**src/rtl/three_way_sorted_intersection_top_macros.svh**
```systemverilog
// assertion macros used by the rtl top level of the three-way intersection block
// no dependencies; each macro expands to one labeled concurrent assertion
`ifndef THREE_WAY_SORTED_INTERSECTION_TOP_MACROS_SVH
`define THREE_WAY_SORTED_INTERSECTION_TOP_MACROS_SVH

// same-cycle implication, disabled while reset is low
`define TSI_ASSERT_NOW(label, clk, rstn, ante, cons, msg) \
  label: assert property (@(posedge clk) disable iff (!rstn) (ante) |-> (cons)) \
    else $error(msg);

// next-cycle implication, disabled while reset is low
`define TSI_ASSERT_NEXT(label, clk, rstn, ante, cons, msg) \
  label: assert property (@(posedge clk) disable iff (!rstn) (ante) |=> (cons)) \
    else $error(msg);

`endif

```
**src/rtl/tsi_pkg.sv**
```systemverilog
// shared types and constants of the three-way sorted intersection block
// no dependencies
package tsi_pkg;

  localparam int unsigned LIST_DEPTH_DEF = 32;
  localparam int unsigned MAX_RESULTS    = 32;
  localparam int unsigned VALUE_W        = 32;

  typedef enum logic [1:0] {
    KIND_LOAD_A = 2'd0,
    KIND_LOAD_B = 2'd1,
    KIND_LOAD_C = 2'd2,
    KIND_RUN    = 2'd3
  } kind_e;

endpackage

```
**src/rtl/tsi_in_if.sv**
```systemverilog
// input channel of the intersection block: load and run words
// depends on tsi_pkg
interface tsi_in_if;
  import tsi_pkg::*;

  logic                       valid;
  logic                       ready;
  kind_e                      kind;
  logic signed [VALUE_W-1:0]  value;

  modport source (output valid, output kind, output value, input ready);
  modport sink   (input valid, input kind, input value, output ready);
endinterface

```
**src/rtl/tsi_out_if.sv**
```systemverilog
// result channel of the intersection block
// depends on tsi_pkg
interface tsi_out_if;
  import tsi_pkg::*;

  logic                       valid;
  logic                       ready;
  logic signed [VALUE_W-1:0]  common_value;
  logic                       found;
  logic                       last;
  logic                       overflowed;

  modport source (output valid, output common_value, output found, output last,
                  output overflowed, input ready);
  modport sink   (input valid, input common_value, input found, input last,
                  input overflowed, output ready);
endinterface

```
**src/rtl/tsi_ram.sv**
```systemverilog
// generic single-write, single-read ram with registered read data
// no dependencies
module tsi_ram #(
  parameter int unsigned WIDTH = 32,
  parameter int unsigned DEPTH = 32,
  parameter int unsigned AW    = (DEPTH > 1) ? $clog2(DEPTH) : 1
) (
  input  logic             clk_i,
  input  logic             we_i,
  input  logic [AW-1:0]    waddr_i,
  input  logic [WIDTH-1:0] wdata_i,
  input  logic [AW-1:0]    raddr_i,
  output logic [WIDTH-1:0] rdata_o
);

  logic [WIDTH-1:0] mem_q [DEPTH];
  logic [WIDTH-1:0] rdata_q;

  always_ff @(posedge clk_i) begin
    if (we_i) begin
      mem_q[waddr_i] <= wdata_i;
    end
    rdata_q <= mem_q[raddr_i];
  end

  assign rdata_o = rdata_q;

endmodule

```
**src/rtl/three_way_sorted_intersection_top.sv**
```systemverilog
// top level of the three-way sorted intersection block
// depends on tsi_pkg, tsi_in_if, tsi_out_if, tsi_ram and the macros header
//
// in_i carries words of kind load a, load b, load c or run. a load word appends
// value to its list; a load into a full list is dropped and sets
// the overflow flag. a run word starts the walk, and in_i.ready stays low until
// the walk has handed its final result to the output register.
// out_o gives one result per common value, ascending for sorted lists, at most
// MAX_RESULTS per run; the final one carries last. with nothing common a single
// result with found low and last high is given. overflowed reports the overflow
// flag of the data set; after a run the counts and the flag are cleared.
// each pointer step of a run is a registered ram read followed by a compare: the
// shared comparator for the merge, or a compare against the held value while
// skipping duplicates. a result is held back until the next one is found, so last
// can be marked. a stalled receiver pauses the walk when a new match finds both
// the held result and the output register full, and holds the wrap-up until the
// output register is free.
// rst_ni clears counts, flag, sequencer and output valid; list contents need no
// clearing since only loaded entries are ever read.
`include "three_way_sorted_intersection_top_macros.svh"

module three_way_sorted_intersection_top #(
  parameter int unsigned LIST_DEPTH = tsi_pkg::LIST_DEPTH_DEF
) (
  input  logic      clk_i,
  input  logic      rst_ni,
  tsi_in_if.sink    in_i,
  tsi_out_if.source out_o
);
  import tsi_pkg::*;

  localparam int unsigned CW = $clog2(LIST_DEPTH + 1);
  localparam int unsigned AW = (LIST_DEPTH > 1) ? $clog2(LIST_DEPTH) : 1;
  localparam int unsigned RW = $clog2(MAX_RESULTS + 1);

  typedef enum logic [2:0] {
    ST_IDLE,
    ST_RD,
    ST_CMP,
    ST_SKRD,
    ST_SKCMP,
    ST_DONE
  } state_e;

  state_e                    state_q, state_d;
  logic [CW-1:0]             cnt_a_q, cnt_a_d, cnt_b_q, cnt_b_d, cnt_c_q, cnt_c_d;
  logic [CW-1:0]             ptr_a_q, ptr_a_d, ptr_b_q, ptr_b_d, ptr_c_q, ptr_c_d;
  logic                      ovf_q, ovf_d;
  logic [RW-1:0]             res_cnt_q, res_cnt_d;
  logic                      hold_valid_q, hold_valid_d;
  logic signed [VALUE_W-1:0] hold_value_q, hold_value_d;
  logic                      out_valid_q, out_valid_d;
  logic signed [VALUE_W-1:0] out_value_q, out_value_d;
  logic                      out_found_q, out_found_d;
  logic                      out_last_q, out_last_d;
  logic                      out_ovf_q, out_ovf_d;

  logic                      in_acc;
  logic                      we_a, we_b, we_c;
  logic [VALUE_W-1:0]        rd_a, rd_b, rd_c;
  logic signed [VALUE_W-1:0] a_s, b_s, c_s;
  logic                      out_free;
  logic                      walk_end;
  logic                      eq_abc, lt_ab, lt_bc;
  logic                      adv_a, adv_b, adv_c;
  logic                      walking, ptrs_ok, res_cnt_ok, done_go, last_out;

  assign in_acc   = in_i.valid && in_i.ready;
  assign out_free = !out_valid_q || out_o.ready;

  assign we_a = in_acc && (in_i.kind == KIND_LOAD_A) && (cnt_a_q < CW'(LIST_DEPTH));
  assign we_b = in_acc && (in_i.kind == KIND_LOAD_B) && (cnt_b_q < CW'(LIST_DEPTH));
  assign we_c = in_acc && (in_i.kind == KIND_LOAD_C) && (cnt_c_q < CW'(LIST_DEPTH));

  // loads write at the count, the walk reads at the pointer
  tsi_ram #(.WIDTH(VALUE_W), .DEPTH(LIST_DEPTH), .AW(AW)) u_ram_a (
    .clk_i   (clk_i),
    .we_i    (we_a),
    .waddr_i (cnt_a_q[AW-1:0]),
    .wdata_i (in_i.value),
    .raddr_i (ptr_a_q[AW-1:0]),
    .rdata_o (rd_a)
  );

  tsi_ram #(.WIDTH(VALUE_W), .DEPTH(LIST_DEPTH), .AW(AW)) u_ram_b (
    .clk_i   (clk_i),
    .we_i    (we_b),
    .waddr_i (cnt_b_q[AW-1:0]),
    .wdata_i (in_i.value),
    .raddr_i (ptr_b_q[AW-1:0]),
    .rdata_o (rd_b)
  );

  tsi_ram #(.WIDTH(VALUE_W), .DEPTH(LIST_DEPTH), .AW(AW)) u_ram_c (
    .clk_i   (clk_i),
    .we_i    (we_c),
    .waddr_i (cnt_c_q[AW-1:0]),
    .wdata_i (in_i.value),
    .raddr_i (ptr_c_q[AW-1:0]),
    .rdata_o (rd_c)
  );

  assign a_s = $signed(rd_a);
  assign b_s = $signed(rd_b);
  assign c_s = $signed(rd_c);

  // shared comparator for the merge step
  assign walk_end = (ptr_a_q >= cnt_a_q) || (ptr_b_q >= cnt_b_q) || (ptr_c_q >= cnt_c_q);
  assign eq_abc   = (a_s == b_s) && (b_s == c_s);
  assign lt_ab    = a_s < b_s;
  assign lt_bc    = b_s < c_s;

  // duplicate skip against the value just matched
  assign adv_a = (ptr_a_q < cnt_a_q) && (a_s == hold_value_q);
  assign adv_b = (ptr_b_q < cnt_b_q) && (b_s == hold_value_q);
  assign adv_c = (ptr_c_q < cnt_c_q) && (c_s == hold_value_q);

  always_comb begin
    state_d      = state_q;
    cnt_a_d      = cnt_a_q;
    cnt_b_d      = cnt_b_q;
    cnt_c_d      = cnt_c_q;
    ptr_a_d      = ptr_a_q;
    ptr_b_d      = ptr_b_q;
    ptr_c_d      = ptr_c_q;
    ovf_d        = ovf_q;
    res_cnt_d    = res_cnt_q;
    hold_valid_d = hold_valid_q;
    hold_value_d = hold_value_q;
    out_valid_d  = out_valid_q && !out_o.ready;
    out_value_d  = out_value_q;
    out_found_d  = out_found_q;
    out_last_d   = out_last_q;
    out_ovf_d    = out_ovf_q;

    unique case (state_q)
      ST_IDLE: begin
        if (in_acc) begin
          unique case (in_i.kind)
            KIND_LOAD_A: begin
              if (we_a) cnt_a_d = cnt_a_q + CW'(1);
              else      ovf_d   = 1'b1;
            end
            KIND_LOAD_B: begin
              if (we_b) cnt_b_d = cnt_b_q + CW'(1);
              else      ovf_d   = 1'b1;
            end
            KIND_LOAD_C: begin
              if (we_c) cnt_c_d = cnt_c_q + CW'(1);
              else      ovf_d   = 1'b1;
            end
            KIND_RUN: begin
              ptr_a_d      = '0;
              ptr_b_d      = '0;
              ptr_c_d      = '0;
              res_cnt_d    = '0;
              hold_valid_d = 1'b0;
              state_d      = ST_RD;
            end
            default: ;
          endcase
        end
      end
      ST_RD: begin
        state_d = ST_CMP;
      end
      ST_CMP: begin
        if (walk_end) begin
          state_d = ST_DONE;
        end else if (eq_abc) begin
          // a held result goes out first; wait if the output is stalled
          if (!hold_valid_q || out_free) begin
            if (hold_valid_q) begin
              out_valid_d = 1'b1;
              out_value_d = hold_value_q;
              out_found_d = 1'b1;
              out_last_d  = 1'b0;
              out_ovf_d   = ovf_q;
            end
            hold_valid_d = 1'b1;
            hold_value_d = a_s;
            res_cnt_d    = res_cnt_q + RW'(1);
            ptr_a_d      = ptr_a_q + CW'(1);
            ptr_b_d      = ptr_b_q + CW'(1);
            ptr_c_d      = ptr_c_q + CW'(1);
            if (res_cnt_q + RW'(1) == RW'(MAX_RESULTS)) state_d = ST_DONE;
            else                                        state_d = ST_SKRD;
          end
        end else begin
          if (lt_ab)      ptr_a_d = ptr_a_q + CW'(1);
          else if (lt_bc) ptr_b_d = ptr_b_q + CW'(1);
          else            ptr_c_d = ptr_c_q + CW'(1);
          state_d = ST_RD;
        end
      end
      ST_SKRD: begin
        state_d = ST_SKCMP;
      end
      ST_SKCMP: begin
        if (adv_a) ptr_a_d = ptr_a_q + CW'(1);
        if (adv_b) ptr_b_d = ptr_b_q + CW'(1);
        if (adv_c) ptr_c_d = ptr_c_q + CW'(1);
        // pointers unchanged means the read data is still current
        if (adv_a || adv_b || adv_c) state_d = ST_SKRD;
        else                         state_d = ST_CMP;
      end
      ST_DONE: begin
        if (out_free) begin
          out_valid_d  = 1'b1;
          out_value_d  = hold_valid_q ? hold_value_q : '0;
          out_found_d  = hold_valid_q;
          out_last_d   = 1'b1;
          out_ovf_d    = ovf_q;
          hold_valid_d = 1'b0;
          cnt_a_d      = '0;
          cnt_b_d      = '0;
          cnt_c_d      = '0;
          ovf_d        = 1'b0;
          state_d      = ST_IDLE;
        end
      end
      default: state_d = ST_IDLE;
    endcase
  end

  always_ff @(posedge clk_i or negedge rst_ni) begin
    if (!rst_ni) begin
      state_q      <= ST_IDLE;
      cnt_a_q      <= '0;
      cnt_b_q      <= '0;
      cnt_c_q      <= '0;
      ptr_a_q      <= '0;
      ptr_b_q      <= '0;
      ptr_c_q      <= '0;
      ovf_q        <= 1'b0;
      res_cnt_q    <= '0;
      hold_valid_q <= 1'b0;
      out_valid_q  <= 1'b0;
    end else begin
      state_q      <= state_d;
      cnt_a_q      <= cnt_a_d;
      cnt_b_q      <= cnt_b_d;
      cnt_c_q      <= cnt_c_d;
      ptr_a_q      <= ptr_a_d;
      ptr_b_q      <= ptr_b_d;
      ptr_c_q      <= ptr_c_d;
      ovf_q        <= ovf_d;
      res_cnt_q    <= res_cnt_d;
      hold_valid_q <= hold_valid_d;
      out_valid_q  <= out_valid_d;
    end
  end

  always_ff @(posedge clk_i) begin
    hold_value_q <= hold_value_d;
    out_value_q  <= out_value_d;
    out_found_q  <= out_found_d;
    out_last_q   <= out_last_d;
    out_ovf_q    <= out_ovf_d;
  end

  assign in_i.ready         = (state_q == ST_IDLE);
  assign out_o.valid        = out_valid_q;
  assign out_o.common_value = out_value_q;
  assign out_o.found        = out_found_q;
  assign out_o.last         = out_last_q;
  assign out_o.overflowed   = out_ovf_q;

  assign walking    = (state_q != ST_IDLE);
  assign ptrs_ok    = (ptr_a_q <= cnt_a_q) && (ptr_b_q <= cnt_b_q) && (ptr_c_q <= cnt_c_q);
  assign res_cnt_ok = (res_cnt_q <= RW'(MAX_RESULTS));
  assign done_go    = (state_q == ST_DONE) && out_free;
  assign last_out   = out_valid_q && out_last_q && (state_q == ST_IDLE);

  `TSI_ASSERT_NOW(a_ptr_in_range, clk_i, rst_ni, walking, ptrs_ok, "pointer beyond count")
  `TSI_ASSERT_NOW(a_res_cnt_max, clk_i, rst_ni, 1'b1, res_cnt_ok, "result count beyond limit")
  `TSI_ASSERT_NOW(a_hold_counted, clk_i, rst_ni, hold_valid_q, |res_cnt_q, "unmatched hold")
  `TSI_ASSERT_NOW(a_idle_no_hold, clk_i, rst_ni, !walking, !hold_valid_q, "hold left after run")
  `TSI_ASSERT_NEXT(a_done_last, clk_i, rst_ni, done_go, last_out, "run ended without last")

endmodule

```
**src/flat_wrapper.sv**
```systemverilog
// flat-port wrapper written by rule: the top's interface ports become plain ports
module three_way_sorted_intersection_top_flat import tsi_pkg::*;
#(
  parameter int unsigned LIST_DEPTH = tsi_pkg::LIST_DEPTH_DEF
)
  (clk_i, rst_ni, in_i_valid, in_i_kind, in_i_value, in_i_ready, out_o_valid, out_o_common_value, out_o_found, out_o_last, out_o_overflowed, out_o_ready);
  tsi_in_if in_i_i ();
  tsi_out_if out_o_i ();
  input  logic clk_i;
  input  logic rst_ni;
  input wire logic [$bits(in_i_i.valid)-1:0] in_i_valid;
  input wire logic [$bits(in_i_i.kind)-1:0] in_i_kind;
  input wire logic [$bits(in_i_i.value)-1:0] in_i_value;
  output wire logic [$bits(in_i_i.ready)-1:0] in_i_ready;
  output wire logic [$bits(out_o_i.valid)-1:0] out_o_valid;
  output wire logic [$bits(out_o_i.common_value)-1:0] out_o_common_value;
  output wire logic [$bits(out_o_i.found)-1:0] out_o_found;
  output wire logic [$bits(out_o_i.last)-1:0] out_o_last;
  output wire logic [$bits(out_o_i.overflowed)-1:0] out_o_overflowed;
  input wire logic [$bits(out_o_i.ready)-1:0] out_o_ready;
  assign in_i_i.valid = in_i_valid;
  assign in_i_i.kind = in_i_kind;
  assign in_i_i.value = in_i_value;
  assign in_i_ready = in_i_i.ready;
  assign out_o_valid = out_o_i.valid;
  assign out_o_common_value = out_o_i.common_value;
  assign out_o_found = out_o_i.found;
  assign out_o_last = out_o_i.last;
  assign out_o_overflowed = out_o_i.overflowed;
  assign out_o_i.ready = out_o_ready;
  three_way_sorted_intersection_top #(.LIST_DEPTH(LIST_DEPTH)) u_core (.clk_i(clk_i), .rst_ni(rst_ni), .in_i(in_i_i), .out_o(out_o_i));
endmodule
```
**config.mk**
```make
export PLATFORM = sky130hd
export DESIGN_NAME = three_way_sorted_intersection_top_flat
export DESIGN_NICKNAME = d
export VERILOG_FILES = /design/src/rtl/tsi_pkg.sv /design/src/rtl/tsi_in_if.sv /design/src/rtl/tsi_out_if.sv /design/src/rtl/tsi_ram.sv /design/src/rtl/three_way_sorted_intersection_top.sv /design/src/flat_wrapper.sv
export VERILOG_INCLUDE_DIRS = /design/src /design/src/rtl
export SDC_FILE = /design/constraint.sdc
export NUM_CORES = 2
export LEC_CHECK = 0
export BUFFER_PORTS_ARGS = -buffer_cell sky130_fd_sc_hd__buf_2
export CAP_MARGIN = 20
export CORE_MARGIN = 5
export CORE_UTILIZATION = 55
export DETAILED_ROUTE_END_ITERATION = 10
export GPL_ROUTABILITY_DRIVEN = 0
export PLACE_DENSITY = 0.75
export SETUP_SLACK_MARGIN = 0.2
export SLEW_MARGIN = 20
export SYNTH_ARGS = -nofsm -noshare
export SYNTH_HDL_FRONTEND = slang
export SYNTH_SLANG_ARGS = --single-unit
```
**constraint.sdc**
```tcl
create_clock -name clk_i -period 5.9 [get_ports clk_i]
set_input_delay 0.885 -clock clk_i [delete_from_list [all_inputs] [get_ports clk_i]]
set_output_delay 0.885 -clock clk_i [all_outputs]
set_load 0.03 [all_outputs]
```
==> impl_metrics.json <==
{
  "fmax_mhz": 215,
  "core_mm2": 0.230,
  "r2r_end": "u_core.ptr_a_q[3]",
  "grt_overflow": 0,
  "grt_usage_pct": 26.8,
  "finalSetupViolations": 0,
  "skew_ns": 0.0841,
  "synth_compound_area_share_pct": 2.35,
  "num_vias": 64232,
  "critPathMaxFanout": 38,
  "synth_cell_types": 67,
  "hold_path.class": "input pin to asynchronous set/reset pin",
  "grt_start_max_net_pins": 144,
  "cp-end-kind": "flop",
  "synth_area_mm2": 0.127,
  "antenna_left": 0,
  "tightest_slew_ns": 1.20,
  "maxCapViolCount": 0,
  "h-tree-depth": 5,
  "postCtsHoldBufs": 0,
  "drt_iter0_drc": 9986,
  "synth_warnings": 0,
  "drive_gt1_share_pct": 26.4,
  "dieArea_mm2": 0.241,
  "path_clk_slew_ns": 0.06,
  "drt_pass1_iterations": 6,
  "preCtsSetupSlack_ns": 1.43,
  "start_kind": "flop",
  "syn-num-nets": 6093,
  "syn_inst": 5953,
  "antenna_found_initial": 23,
  "synth_seq_cells": 3283,
  "holdWs_ns": 0.100,
  "reg2reg_depth": 9,
  "nets": 6358,
  "p_per_area_mw_per_mm2": 413,
  "synth_xor_area_share_pct": 0.723,
  "cts_resized": 0,
  "fillers": 14753,
  "die_h_um": 491,
  "cts_sinks": 3283,
  "p_leak_nw": 43.9,
  "initial_core_util_pct": 55.3,
  "std_cell_rows": 176,
  "remaining_drc_errors": 0,
  "dp.final_hpwl_um": 188000,
  "drv_slew": 0,
  "reg2reg_from": "u_core.ptr_a_q[4]",
  "grt_pass1_wl_um": 463000,
  "outcome": "completed",
  "cts_tree": "built",
  "arrival_ns": 5.46,
  "syn_area_per_cell_um2": 21.4,
  "hold_violations": 0,
  "area_growth_pct": 12.8,
  "synth_top_family_by_area": "multiplexers",
  "slew_headroom_pct": 19.6,
  "die_w_um": 491,
  "portBuffers": 74,
  "synth_flop_cell": "edfxtp_1",
  "vias_per_cell": 6.76,
  "synth_edf_count": 3139,
  "criticalPathCategory": "flop to flop",
  "multiInputGateArea_mm2": 0.0291,
  "async_flop_share_pct": 1.46,
  "grt_pass1_vias": 62781,
  "rrSetupSlack_ns": 1.25,
  "postCtsSetupRepairBufs": 0,
  "rsz0062_at_grt": "false",
  "synthMuxAreaShare_pct": 16.3,
  "setup-tns-final_ns": 0,
  "fin_crit_ns": 4.65,
  "routed_wl_um": 332000,
  "synthAdderAreaFrac_pct": 1.00,
  "cts_root_buf": "clkbuf_16",
  "regArea_mm2": 0.0974,
  "period_share_pct": 78.9,
  "cts_buffer_depth": 4,
  "required_ns": 6.71,
  "synthSimpleGateAreaFrac_pct": 1.92,
  "peakVddDrop_mv": 0.304,
  "ios": 75,
  "setup_ws_ns": 1.25,
  "ys_seq_area_share_pct": 76.6,
  "worstSkewPairLatency_ns": 0.97,
  "avgRoutedWirePerCell_um": 34.9,
  "cts_buffers": 333
}
## area by class of cell
cell class              instances  area share, %
diodes                         13         0.0227
well taps                    3026           2.64
flip-flops and latches       3283           67.9
inverters                     100          0.262
clock inverters               172           1.24
multi-input cells            2282           20.3
repair buffers                218           1.56
clock buffers                 406           6.11
## layout by cell type (no fill, tap or decap), drive strengths merged, types with 6 or more instances in the layout
cell	n
o221ai	96
clkinv	116
a21o	8
o21ai	125
buf	218
o22ai	36
nand3	44
nor2	137
xnor2	104
edfxtp	3139
dfxtp	96
mux2	130
nand4	51
bufinv	36
mux4	768
diode	13
o31ai	22
mux2i	192
a21oi	141
clkinvlp	15
clkbuf	406
inv	105
ha	102
o31a	6
nor3	7
nand2	189
nand2b	12
nor4	13
nor2b	36
dfrtp	48
## synthesized netlist by cell type (all sizes together), types with 3 or more instances
cell type     n  area [µm²]
inv          98         368
nor3b         4        40.0
xnor2       104         911
dfxtp        96        1920
o22ai        36         225
and3          5        31.3
edfxtp     3139       94300
nor2        137         514
clkbuf      207         777
o31ai        22         175
or4           3        30.0
dfrtp        48        1200
nor2b        36         225
mux4        768       17300
a211oi        5        37.5
o211ai        5        37.5
nand2b       12        82.6
o41ai         5        81.3
nand3b        3        22.5
and2          4        25.0
nor4         13        96.3
o31a          6        52.6
or3           3        18.8
nand4        51         319
mux2i       192        1920
nand2       189         709
buf          81         327
mux2        130        1470
or2           5        31.3
a21o          8        60.1
o21ai       125         626
nand3        44         220
a21oi       141         706
nor3          7        45.0
ha          102        1280
o221ai       96         841
## sequential cells by signal (all words and copies together) (netlist names), 3 cells and up
| signal | cells |
|---|---|
| u_core.ptr_a_q | 6 |
| u_core.u_ram_b.rdata_o | 32 |
| u_core.u_ram_b.mem_q | 1024 |
| u_core.cnt_a_q | 6 |
| u_core.out_o.common_value | 32 |
| u_core.ptr_b_q | 6 |
| u_core.cnt_c_q | 6 |
| u_core.u_ram_a.rdata_o | 32 |
| u_core.u_ram_c.mem_q | 1024 |
| u_core.state_q | 3 |
| u_core.u_ram_c.rdata_o | 32 |
| u_core.cnt_b_q | 6 |
| u_core.hold_value_q | 32 |
| u_core.ptr_c_q | 6 |
| u_core.res_cnt_q | 6 |
| u_core.u_ram_a.mem_q | 1024 |
## routing by layer
metal / vias up / track usage [%] / wire length [µm]
li1: 25310 / - / -
met1: 33562 / 38.3 / 121000
met2: 4676 / 41.0 / 156000
met3: 680 / 5.45 / 37000
met4: 4 / 11.6 / 17300
met5: - / 0 / 14
## metrics by stage
stage	cells	cell area (µm²)	power (mW)	utilization, %
floorplan	5953	127000	34.6	-
global placement	8878	132000	38.4	57.4
detailed placement	8890	132000	38.6	57.5
CTS	9468	143000	59.2	62.1
global route	9489	143000	61.0	62.3
finish	9500	143000	59.2	62.4
## kinds of logic (layout without fill, tap and decap cells)
group,Yosys count,after routing
buffers and inverters,388,896
xor gates and xnor gates,105,105
DFF,3283,3283
AOI/OAI and AO/OA,465,465
muxes,1090,1090
other,0,13
and+or+nand+nor,520,520
adders and majority gates,102,102
## report_power, final
group	internal, mW	switching (mW)	leakage [nW]
logic	5.03	6.21	9.12
clock network	12.1	8.65	5.13
registers	26.1	1.14	29.6
total	43.2	16.0	43.9
## critical path: stages (launching register included)
cell and delay (ns):
dfrtp_2 0.99, ha_1 0.40, a21oi_1 0.20, nand2_1 0.07, a211oi_1 0.75, nand4_1 0.33
o22ai_1 0.55, nand3_1 0.47, or2_2 0.49, o31ai_1 0.26
## worst max-delay path by stage
| stage | cells after the start | to | slack [ns] | from |
|---|---|---|---|---|
| floorplan | 11 | u_core.out_o.common_value[0] | 0.45 | u_core.ptr_a_q[0] |
| global placement | 9 | u_core.ptr_a_q[5] | 1.45 | u_core.ptr_a_q[4] |
| detailed placement | 9 | u_core.ptr_a_q[3] | 1.43 | u_core.ptr_a_q[4] |
| CTS | 9 | u_core.ptr_a_q[3] | 1.36 | u_core.ptr_a_q[4] |
| global route | 9 | u_core.ptr_a_q[5] | 1.14 | u_core.ptr_a_q[4] |
| finish | 9 | u_core.ptr_a_q[3] | 1.25 | u_core.ptr_a_q[4] |
Note: power is estimated with default switching activity, not from simulation.
